===== src/hdl/maf_pkg.sv =====
// Shared constants, state encoding and controller/datapath bundles for the moving average filter.
`default_nettype none

package maf_pkg;

    // Default geometry of the sample ring
    localparam int RING_DEPTH_DEF  = 32;
    localparam int SAMPLE_BITS_DEF = 12;

    // Fixed field widths
    localparam int LEN_BITS = 6;
    localparam int AVG_BITS = 12;

    // Window length after reset
    localparam logic [LEN_BITS-1:0] WINDOW_RESET = LEN_BITS'(1);

    typedef enum logic [2:0] {
        ST_IDLE,
        ST_READ,
        ST_UPDATE,
        ST_DIVIDE,
        ST_FINISH
    } state_t;

    // Commands from the controller to the datapath
    typedef struct packed {
        logic clear;     // write window register, drop history
        logic capture;   // latch incoming sample
        logic rd;        // read oldest ring entry
        logic upd;       // update ring, sum, slot, count; load divider
        logic step;      // one divider iteration
        logic out_load;  // move quotient into output register
    } dp_cmd_t;

    // Status from the datapath to the controller
    typedef struct packed {
        logic div_done;
    } dp_stat_t;

endpackage

`default_nettype wire


===== src/hdl/moving_average_filter.sv =====
// Top level of the moving average filter: controller and datapath.
// Input channel (in_valid/in_ready, sample) carries one converter reading per
// request; output channel (out_valid/out_ready, average) returns one running
// mean per input request, in order. Config channel (cfg_valid/cfg_ready,
// window_length) writes the window register and drops the sample history; it
// is taken only while the block is idle. A window of zero acts as one; above
// RING_DEPTH it clamps.
// Sequence: a request is captured, the oldest ring entry is read, the sum and
// ring are updated and the restoring divider loaded; the divider produces one
// quotient bit per cycle over SUM_BITS bits (SUM_BITS = SAMPLE_BITS + log2
// depth), the controller sees it finish, and the result is handed off. A new
// request is taken only once the previous result has been handed off.
// Reset: rst_n clears the window to one, the running sum, the slot and the
// fill count; the ring itself is not cleared, slots beyond the fill count read
// as zero.
// Stall: the result sits in an output register, so the next request is taken
// while the receiver stalls; that request then waits at the end of its
// division until the previous result is taken.
`default_nettype none

module moving_average_filter #(
    parameter int RING_DEPTH  = maf_pkg::RING_DEPTH_DEF,
    parameter int SAMPLE_BITS = maf_pkg::SAMPLE_BITS_DEF
) (
    input  wire logic                          clk,
    input  wire logic                          rst_n,
    input  wire logic                          in_valid,
    output logic                               in_ready,
    input  wire logic [SAMPLE_BITS-1:0]        sample,
    output logic                               out_valid,
    input  wire logic                          out_ready,
    output logic      [maf_pkg::AVG_BITS-1:0]  average,
    input  wire logic                          cfg_valid,
    output logic                               cfg_ready,
    input  wire logic [maf_pkg::LEN_BITS-1:0]  window_length
);
    import maf_pkg::*;

    dp_cmd_t  cmd;
    dp_stat_t stat;

    // Sequence each request: read, update, divide, hand off
    maf_ctrl u_ctrl (
        .clk       (clk),
        .rst_n     (rst_n),
        .in_valid  (in_valid),
        .in_ready  (in_ready),
        .out_valid (out_valid),
        .out_ready (out_ready),
        .cfg_valid (cfg_valid),
        .cfg_ready (cfg_ready),
        .cmd       (cmd),
        .stat      (stat)
    );

    // Hold ring, running sum and divider
    maf_datapath #(
        .RING_DEPTH  (RING_DEPTH),
        .SAMPLE_BITS (SAMPLE_BITS)
    ) u_datapath (
        .clk           (clk),
        .rst_n         (rst_n),
        .cmd           (cmd),
        .stat          (stat),
        .sample        (sample),
        .window_length (window_length),
        .average       (average)
    );

endmodule

`default_nettype wire


===== src/hdl/maf_datapath.sv =====
// Datapath of the moving average filter: sample ring, running sum, fill count and serial divider.
`default_nettype none

module maf_datapath #(
    parameter int RING_DEPTH  = maf_pkg::RING_DEPTH_DEF,
    parameter int SAMPLE_BITS = maf_pkg::SAMPLE_BITS_DEF
) (
    input  wire logic                          clk,
    input  wire logic                          rst_n,
    input  wire maf_pkg::dp_cmd_t              cmd,
    output maf_pkg::dp_stat_t                  stat,
    input  wire logic [SAMPLE_BITS-1:0]        sample,
    input  wire logic [maf_pkg::LEN_BITS-1:0]  window_length,
    output logic      [maf_pkg::AVG_BITS-1:0]  average
);
    import maf_pkg::*;

    localparam int IDX_BITS  = (RING_DEPTH > 1) ? $clog2(RING_DEPTH) : 1;
    localparam int CNT_BITS  = $clog2(RING_DEPTH + 1);
    localparam int SUM_BITS  = SAMPLE_BITS + IDX_BITS;
    localparam int STEP_BITS = $clog2(SUM_BITS + 1);
    localparam int CMP_BITS  = (LEN_BITS > CNT_BITS) ? LEN_BITS : CNT_BITS;

    logic [SAMPLE_BITS-1:0] ring_mem [RING_DEPTH];

    logic [LEN_BITS-1:0]    window_reg, window_next;
    logic [IDX_BITS-1:0]    slot_reg, slot_next;
    logic [CNT_BITS-1:0]    fill_reg, fill_next;
    logic [SUM_BITS-1:0]    sum_reg, sum_next;
    logic [SAMPLE_BITS-1:0] sample_reg;
    logic [SAMPLE_BITS-1:0] old_reg;

    logic [SUM_BITS-1:0]    quo_reg, quo_next;
    logic [CNT_BITS-1:0]    rem_reg, rem_next;
    logic [CNT_BITS-1:0]    div_reg;
    logic [STEP_BITS-1:0]   cnt_reg, cnt_next;
    logic [AVG_BITS-1:0]    avg_reg;

    logic [CMP_BITS-1:0]    win_ext;
    logic [CNT_BITS-1:0]    eff_win;
    logic [CNT_BITS-1:0]    slot_inc;
    logic                   filling;
    logic [SAMPLE_BITS-1:0] old_val;
    logic [SUM_BITS-1:0]    sum_upd;
    logic [CNT_BITS-1:0]    fill_upd;
    logic [IDX_BITS-1:0]    slot_upd;
    logic [CNT_BITS:0]      trial;
    logic [CNT_BITS:0]      trial_sub;
    logic                   ge;

    // Effective window: zero counts as one, clamp to ring depth
    always_comb
    begin
        win_ext = CMP_BITS'(window_reg);
        if (win_ext == '0)
        begin
            eff_win = CNT_BITS'(1);
        end
        else if (win_ext > CMP_BITS'(RING_DEPTH))
        begin
            eff_win = CNT_BITS'(RING_DEPTH);
        end
        else
        begin
            eff_win = CNT_BITS'(win_ext);
        end
    end

    // Slots not yet written since the last clear read as zero
    always_comb
    begin
        filling  = (fill_reg < eff_win);
        old_val  = filling ? '0 : old_reg;
        sum_upd  = sum_reg - SUM_BITS'(old_val) + SUM_BITS'(sample_reg);
        fill_upd = filling ? fill_reg + CNT_BITS'(1) : fill_reg;
        slot_inc = CNT_BITS'(slot_reg) + CNT_BITS'(1);
        slot_upd = (slot_inc >= eff_win) ? '0 : IDX_BITS'(slot_inc);
    end

    always_comb
    begin
        window_next = window_reg;
        slot_next   = slot_reg;
        fill_next   = fill_reg;
        sum_next    = sum_reg;
        if (cmd.clear)
        begin
            window_next = window_length;
            slot_next   = '0;
            fill_next   = '0;
            sum_next    = '0;
        end
        else if (cmd.upd)
        begin
            slot_next = slot_upd;
            fill_next = fill_upd;
            sum_next  = sum_upd;
        end
    end

    always_ff @(posedge clk or negedge rst_n)
    begin
        if (!rst_n)
        begin
            window_reg <= WINDOW_RESET;
            slot_reg   <= '0;
            fill_reg   <= '0;
            sum_reg    <= '0;
        end
        else
        begin
            window_reg <= window_next;
            slot_reg   <= slot_next;
            fill_reg   <= fill_next;
            sum_reg    <= sum_next;
        end
    end

    // Ring storage, registered read
    always_ff @(posedge clk)
    begin
        if (cmd.upd)
        begin
            ring_mem[slot_reg] <= sample_reg;
        end
        if (cmd.rd)
        begin
            old_reg <= ring_mem[slot_reg];
        end
    end

    always_ff @(posedge clk)
    begin
        if (cmd.capture)
        begin
            sample_reg <= sample;
        end
    end

    // Restoring divider, one quotient bit per cycle
    always_comb
    begin
        trial     = {rem_reg, quo_reg[SUM_BITS-1]};
        trial_sub = trial - {1'b0, div_reg};
        ge        = (trial >= {1'b0, div_reg});
        rem_next  = ge ? CNT_BITS'(trial_sub) : CNT_BITS'(trial);
        quo_next  = {quo_reg[SUM_BITS-2:0], ge};
        cnt_next  = cnt_reg;
        if (cmd.upd)
        begin
            cnt_next = STEP_BITS'(SUM_BITS);
        end
        else if (cmd.step)
        begin
            cnt_next = cnt_reg - STEP_BITS'(1);
        end
    end

    always_ff @(posedge clk or negedge rst_n)
    begin
        if (!rst_n)
        begin
            cnt_reg <= '0;
        end
        else
        begin
            cnt_reg <= cnt_next;
        end
    end

    always_ff @(posedge clk)
    begin
        if (cmd.upd)
        begin
            quo_reg <= sum_upd;
            rem_reg <= '0;
            div_reg <= fill_upd;
        end
        else if (cmd.step)
        begin
            quo_reg <= quo_next;
            rem_reg <= rem_next;
        end
        if (cmd.out_load)
        begin
            avg_reg <= AVG_BITS'(quo_reg);
        end
    end

    assign stat.div_done = (cnt_reg == '0);
    assign average       = avg_reg;

endmodule

`default_nettype wire


===== src/hdl/maf_ctrl.sv =====
// Controller state machine of the moving average filter: handshakes and datapath sequencing.
`default_nettype none

module maf_ctrl (
    input  wire logic              clk,
    input  wire logic              rst_n,
    input  wire logic              in_valid,
    output logic                   in_ready,
    output logic                   out_valid,
    input  wire logic              out_ready,
    input  wire logic              cfg_valid,
    output logic                   cfg_ready,
    output maf_pkg::dp_cmd_t       cmd,
    input  wire maf_pkg::dp_stat_t stat
);
    import maf_pkg::*;

    state_t state_reg, state_next;
    logic   out_full_reg, out_full_next;

    // Next state and output-register occupancy
    always_comb
    begin
        state_next    = state_reg;
        out_full_next = out_full_reg;
        if (out_full_reg && out_ready)
        begin
            out_full_next = 1'b0;
        end
        case (state_reg)
            ST_IDLE:
            begin
                if (in_valid && !cfg_valid)
                begin
                    state_next = ST_READ;
                end
            end
            ST_READ:
            begin
                state_next = ST_UPDATE;
            end
            ST_UPDATE:
            begin
                state_next = ST_DIVIDE;
            end
            ST_DIVIDE:
            begin
                if (stat.div_done)
                begin
                    state_next = ST_FINISH;
                end
            end
            ST_FINISH:
            begin
                if (!out_full_reg || out_ready)
                begin
                    state_next    = ST_IDLE;
                    out_full_next = 1'b1;
                end
            end
            default:
            begin
                state_next = ST_IDLE;
            end
        endcase
    end

    // Handshakes and datapath commands
    always_comb
    begin
        in_ready     = 1'b0;
        cfg_ready    = 1'b0;
        cmd          = '0;
        case (state_reg)
            ST_IDLE:
            begin
                in_ready    = !cfg_valid;
                cfg_ready   = 1'b1;
                cmd.clear   = cfg_valid;
                cmd.capture = in_valid && !cfg_valid;
            end
            ST_READ:
            begin
                cmd.rd = 1'b1;
            end
            ST_UPDATE:
            begin
                cmd.upd = 1'b1;
            end
            ST_DIVIDE:
            begin
                cmd.step = !stat.div_done;
            end
            ST_FINISH:
            begin
                cmd.out_load = !out_full_reg || out_ready;
            end
            default:
            begin
                cmd = '0;
            end
        endcase
    end

    always_ff @(posedge clk or negedge rst_n)
    begin
        if (!rst_n)
        begin
            state_reg    <= ST_IDLE;
            out_full_reg <= 1'b0;
        end
        else
        begin
            state_reg    <= state_next;
            out_full_reg <= out_full_next;
        end
    end

    assign out_valid = out_full_reg;

endmodule

`default_nettype wire


===== config.mk =====
export PLATFORM = sky130hd
export DESIGN_NAME = moving_average_filter
export DESIGN_NICKNAME = d
export VERILOG_FILES = /design/src/hdl/maf_pkg.sv /design/src/hdl/moving_average_filter.sv /design/src/hdl/maf_datapath.sv /design/src/hdl/maf_ctrl.sv
export SDC_FILE = /design/constraint.sdc
export NUM_CORES = 1
export LEC_CHECK = 0
export CORE_AREA = 4 4 219 221
export CTS_CLUSTER_SIZE = 40
export DETAILED_ROUTE_END_ITERATION = 8
export DIE_AREA = 0 0 223 225
export DONT_BUFFER_PORTS = 1
export GPL_TIMING_DRIVEN = 0
export PLACE_DENSITY_LB_ADDON = 0.25
export SLEW_MARGIN = 30
export SYNTH_ARGS = -nofsm -noshare
export SYNTH_HDL_FRONTEND = slang
export SYNTH_HIERARCHICAL = 1
export SYNTH_SLANG_ARGS = --single-unit

===== constraint.sdc =====
create_clock -name clk -period 4.8 [get_ports clk]
set_clock_uncertainty 0.05 [all_clocks]
set_input_delay 0.96 -clock clk [delete_from_list [all_inputs] [get_ports clk]]
set_output_delay 0.96 -clock clk [all_outputs]
set_load 0.03 [all_outputs]

Yosys cells after proc, flatten, opt, wreduce, memory -nomap -nowiden. Memories as Yosys holds them, arrays and structs flattened. A register that Yosys moved wholly into a read port is not among the register bits. Index checks and enable logic that the tools add are counted.

Register bits: 96. Bits in writable memories: 384. Bits of input ports: 23. Output and inout port bits: 15. Memories: 1.

Add/sub/neg operators: 6. $lt $le $gt $ge: 4. Equal/unequal tests: 7. Mux-type cells: 32. Reductions and logical operators: 12.

Memories: u_datapath.ring_mem (words 32, bits a word 12, read ports 1, clocked after memory_dff 1, wr ports 1, RTL line maf_datapath.sv:24) `logic [SAMPLE_BITS-1:0] ring_mem [RING_DEPTH];`.

Operator list (number): $mux 17 (4); $mux 6 (6); $mux 5 (5); $add 17x12->17 (1); $sub 17x12->17 (1); $pmux 3 s5 (1); $mux 12 (1); $mux 1 (11); $mux 3 (3); $ge 7x6->1 (1); $add 5x1->6 const B (1); $add 6x1->6 const B (1); $eq 3x2->1 const B (2); $ge 6x6->1 (1); $gt 6x6->1 const B (1); $logic_not 6->1 (1); $lt 6x6->1 (1); $ne 2x1->1 const B (3); $sub 6x6->6 (1); $logic_not 5->1 (1); $sub 5x1->5 const B (1); $reduce_bool 2->1 (2); $eq 3x1->1 const B (1); $eq 3x3->1 const B (1); other kinds (6) (9).

Longest topological paths before layout.
Depth after elaboration: 9. Gate-level depth with buffers: 19. Depth with buffers taken out: 19.

By module. Netlist, hierarchy kept.

By module, submodules not included: maf_datapath (instances 1, cells an instance 1181, area an instance 20357.0 µm²); maf_ctrl (instances 1, cells an instance 24, area an instance 244.0 µm²).

Worst setup path after synthesis. Ideal clock, no wire load.

Path type: reg2reg. Start point: register u_datapath.window_reg[5] (netlist: u_datapath/win_ext[5]). End point: register u_datapath.quo_reg[16] (data pin). Setup time: 0.260 ns. Data arrival time: 4.256 ns. Path slack: 0.234 ns. Cell stages (with the launch flop): 20. Period minus slack after synthesis: 4.566 ns. Cell sequence: dfrtp_1 -> inv_1 -> nand2_1 -> ha_1 -> o21a_1 -> o21ai_0 -> o21bai_1 -> a21o_1 -> clkbuf_1 -> and2_1 -> fa_1 -> inv_1 -> ha_1 -> o21ai_0 -> o21bai_2 -> a211oi_4 -> o21ai_2 -> a221oi_2 -> xnor3_1 -> mux2_2.

Word-level cells in the longest chain between the ends: 8. Elaborated cells on any way between the ends: 9. Classes of those cells: add/sub (2); order compare (2); mux (4); reduce/logical (1).

RTL lines: start: declaration (RTL line maf_datapath.sv:26) `logic [LEN_BITS-1:0] window_reg, window_next;`; start signal: assignment (RTL line maf_datapath.sv:112) `window_reg <= window_next;`; $gt 6x6->1 (RTL line maf_datapath.sv:59) `else if (win_ext > CMP_BITS'(RING_DEPTH))`; $mux 6 (RTL line maf_datapath.sv:59); $mux 6 (*) (RTL line maf_datapath.sv:55) `if (win_ext == '0)`; $lt 6x6->1 (*) (RTL line maf_datapath.sv:72) `filling = (fill_reg < eff_win);`; $mux 12 (*) (RTL line maf_datapath.sv:73) `old_val = filling ? '0 : old_reg;`; $sub 17x12->17 (*) (RTL line maf_datapath.sv:74) `sum_upd = sum_reg - SUM_BITS'(old_val) + SUM_BITS'(sample_reg);`; $add 17x12->17 (*) (RTL line maf_datapath.sv:74); $mux 17 (*) (RTL line maf_datapath.sv:173) `if (cmd.upd)`; end signal: assignment (RTL line maf_datapath.sv:175) `quo_reg <= sum_upd;`; end signal: assignment (RTL line maf_datapath.sv:181) `quo_reg <= quo_next;`; end: declaration (RTL line maf_datapath.sv:33) `logic [SUM_BITS-1:0] quo_reg, quo_next;`.

Every way passes the cells marked *; elsewhere a longest branch is shown, timed or not. A chain may end at the register's enable or synchronous reset.

Worst setup path in the final report. Same ends and word-level chain as after synthesis.

==> results.json <==
{
  "status": "completed",
  "reg2reg_depth": 18,
  "fin_cells": 1931,
  "core_sq_um": 46200,
  "critPathMostFrequentCell": "a211oi_4",
  "ant_nets": 0,
  "worstMarginPinSlew_ns": 0.984,
  "cts.sink_count": 492,
  "start_util_pct": 44.6,
  "seq_area_frac_synth_pct": 70.4,
  "p_int_mw": 9.68,
  "worstPathArrival_ns": 4.90,
  "cpPeakStageDelay_ns": 0.47,
  "hp-class": "in2async",
  "start_kind": "flop",
  "place_inst": 1830,
  "fin_crit_ns": 4.60,
  "n_antenna_cell": 0,
  "maxSlewViolCount": 0,
  "post-route-period-util_pct": 95.9,
  "cts_max_level": 2,
  "synth_edf_count": 443,
  "vdd.ir_drop.worst_v": 0.000399,
  "finalWirelength_um": 48000,
  "insertion_delay_ns": 0.61,
  "cp_top_family": "compound AO/OA/AOI/OAI gates",
  "synth_ff_type": "edfxtp_1",
  "seqPwrFrac_pct": 36.0,
  "die-width_um": 223,
  "path_max_fanout": 6,
  "die_area_sq_um": 50200,
  "antenna_found_initial": 0,
  "syn-num-nets": 1282,
  "yosys_register_bits": 492,
  "p_per_area_nw_per_um2": 626,
  "post_drt_wl_per_cell_um": 24.9,
  "switchingPower_mw": 5.04,
  "power_mw": 14.7,
  "swShare_pct": 34.3,
  "dp_slack_ns": -0.399,
  "clockPowerShare_pct": 26.0,
  "crit_start": "u_datapath/win_ext[5]",
  "grt_overflow": 0,
  "drtPass1Iterations": 5,
  "grt_max_degree": 43,
  "netlist_area_sq_um": 20600,
  "hpwlAfterDp_um": 32500,
  "fill_cells": 3744,
  "nets": 1362,
  "io_buffer_count": 0,
  "power.share.combinational_pct": 38.0,
  "area_growth_pct": 14.1,
  "crit_buf_inv": 2,
  "yosysUniqueCellTypes": 69,
  "p_leak_nw": 7.96,
  "relSlewSlack_pct": 34.4,
  "path_clk_slew_ns": 0.06,
  "async_flop_share_pct": 8.74,
  "slowest_stage": "fa_1",
  "drc": 0,
  "cts_buffers": 49,
  "track_usage_pct": 19.2,
  "max_freq_mhz": 217,
  "grt_pass1_wl_um": 71900,
  "largest_register_ffs": 384,
  "cp_cell_sequence": "inv_2 > nand2_2 > ha_1 > o21a_1 > o21ai_2 > o21bai_1 > a21o_2 > and2_1 > fa_1 > inv_1 > fa_2 > a211oi_4 > o21bai_4 > a211oi_4 > o21ai_4 > a221oi_4 > xnor3_1 > mux2_2",
  "viasPerCell": 5.71,
  "gp_congestion": 0.919,
  "drive_above_1_share_pct": 21.0,
  "setup_tns_ns": 0,
  "synth_warnings": 6,
  "netlist_instances": 1205,
  "cts-root-buf": "clkbuf_16",
  "path_class": "reg2reg",
  "end_kind": "flop",
  "timing.rr.start": "u_datapath/win_ext[5]",
  "drv_cap": 0,
  "setup_violations": 0,
  "drt_iter0_markers": 1240,
  "final.setup.worst_slack_ns": 0.198,
  "crit_cells": 18,
  "grt_pass1_vias": 11100,
  "dieHeight_um": 225,
  "cts_tree": "yes",
  "cts_buffer_depth": 3,
  "num_vias": 11000,
  "finish.utilization_pct": 50.9,
  "io_pins": 38,
  "avgSynthCellArea_sq_um": 17.1,
  "hold_viol_final": 0,
  "core.rowCount": 79,
  "cp.required_ns": 5.10
}
[synth_stat cells, types with 8 or more instances]
cell type / instances / area share [%]
mux4_2: 96 / 10
a21oi_1: 27 / 0.66
nand2_1: 61 / 1.1
dfrtp_1: 42 / 5.1
nor3_1: 11 / 0.27
nor2_1: 73 / 1.3
mux2_2: 8 / 0.44
a211oi_1: 9 / 0.33
xor2_1: 8 / 0.34
and2_1: 15 / 0.46
ha_1: 41 / 2.5
inv_1: 85 / 1.5
edfxtp_1: 443 / 65
xnor2_1: 21 / 0.89
nand4_1: 13 / 0.39
o21ai_0: 19 / 0.46
mux2i_1: 10 / 0.49
clkbuf_1: 37 / 0.67
a22oi_1: 48 / 1.7
buf_2: 9 / 0.22
nand3_1: 15 / 0.36
fa_1: 13 / 1.3
a21o_1: 10 / 0.36
[cell usage in the layout, fill, tap and decap left out, types with 5 or more instances in the layout]
cell        Yosys  routed
buf_8           0       6
ha_1           41      39
bufinv_16       0       5
buf_4           0      11
xnor2_1        21      21
a21o_1         10       9
buf_6           1      10
nor2_2          0      32
a21oi_1        27      27
nand2b_1        7       7
inv_1          85      84
a22oi_1        48      48
clkbuf_16       0      49
nand4_1        13      13
mux2_2          8       8
nor2b_1         6       5
edfxtp_1      443     443
a211oi_1        9       9
clkbuf_1       37      46
dfrtp_1        42      42
mux2i_1        10      10
and2_1         15      15
clkinv_2        0       6
buf_2           9       9
nand2_1        61      60
nand3_1        15      14
nor3_1         11      10
clkinvlp_4      0       6
xor2_1          8       8
mux4_2         96      96
nor2_1         73      41
o21ai_0        19      17
clkinv_1        0       6
fa_1           13      12
dfxtp_1         6       6
[final cells by class]
cell class                 count  area [sq um]  share of cell area, %
sequential                   492         14500                   61.7
multi-input combinational    578          5750                   24.5
clock buffer                  62          1280                   5.47
tap                          607           759                   3.23
timing repair buffer          29           357                   1.52
clock inverter                28           324                   1.38
inverter                      85           319                   1.36
buffer                        50           213                  0.905
[worst paths after layout]
check | endpoint | slack (ns)
hold / removal | u_datapath/win_ext[0] | 0.15
hold reg to reg | u_datapath/average[4] | 0.40
max in group asynchronous | u_datapath/sum_reg[13] | 4.31
setup reg to reg | u_datapath/quo_reg[16] | 0.20
min in group clk | u_datapath/average[4] | 0.40
setup / recovery | u_datapath/quo_reg[16] | 0.20
[logic make-up after synthesis]
group	Yosys count	synth area share [%]
flops	492	70.4
simple gates	227	5.29
compound gates	152	5.20
buf+inv	135	2.55
mux	115	11.5
fa+ha+maj	54	3.75
xor+xnor	30	1.34
[metrics by stage]
| stage | instance area (sq um) | hold slack (ns) |
|---|---|---|
| detailed placement | 21700 | 0.386 |
| global placement | 21400 | 0.387 |
| CTS | 23400 | 0.122 |
| floorplan | 20600 | 0.376 |
| global route | 23500 | 0.126 |
| finish | 23500 | 0.150 |
[routing by layer]
layer | track usage (%) | up-vias | routed length [um]
met5 | 0 | - | 0
met4 | 6.32 | 0 | 1470
met3 | 3.14 | 77 | 2820
met2 | 31.4 | 352 | 23400
met1 | 26.7 | 5758 | 20300
li1 | - | 4832 | -
[power groups by stage]
stage	clock, mW	combinational [mW]	sequential, mW
2_1_floorplan	0	3.85	5.31
3_3_place_gp	0	5.06	5.38
3_5_place_dp	0	5.15	5.39
4_1_cts	3.91	5.29	5.31
5_1_grt	4.10	6.17	5.34
6_report	3.83	5.59	5.30
[repair_timing]
action | 4_1_cts | 5_1_grt
buffers inserted | 1 | 9
setup endpoints to repair | 10 | 8
hold buffers | 1 | 0
gates resized for setup | 9 | 12
endpoints found under the hold margin | 42 | 0
pin swaps | 3 | 7
Note: power is estimated with default switching activity, not from simulation.
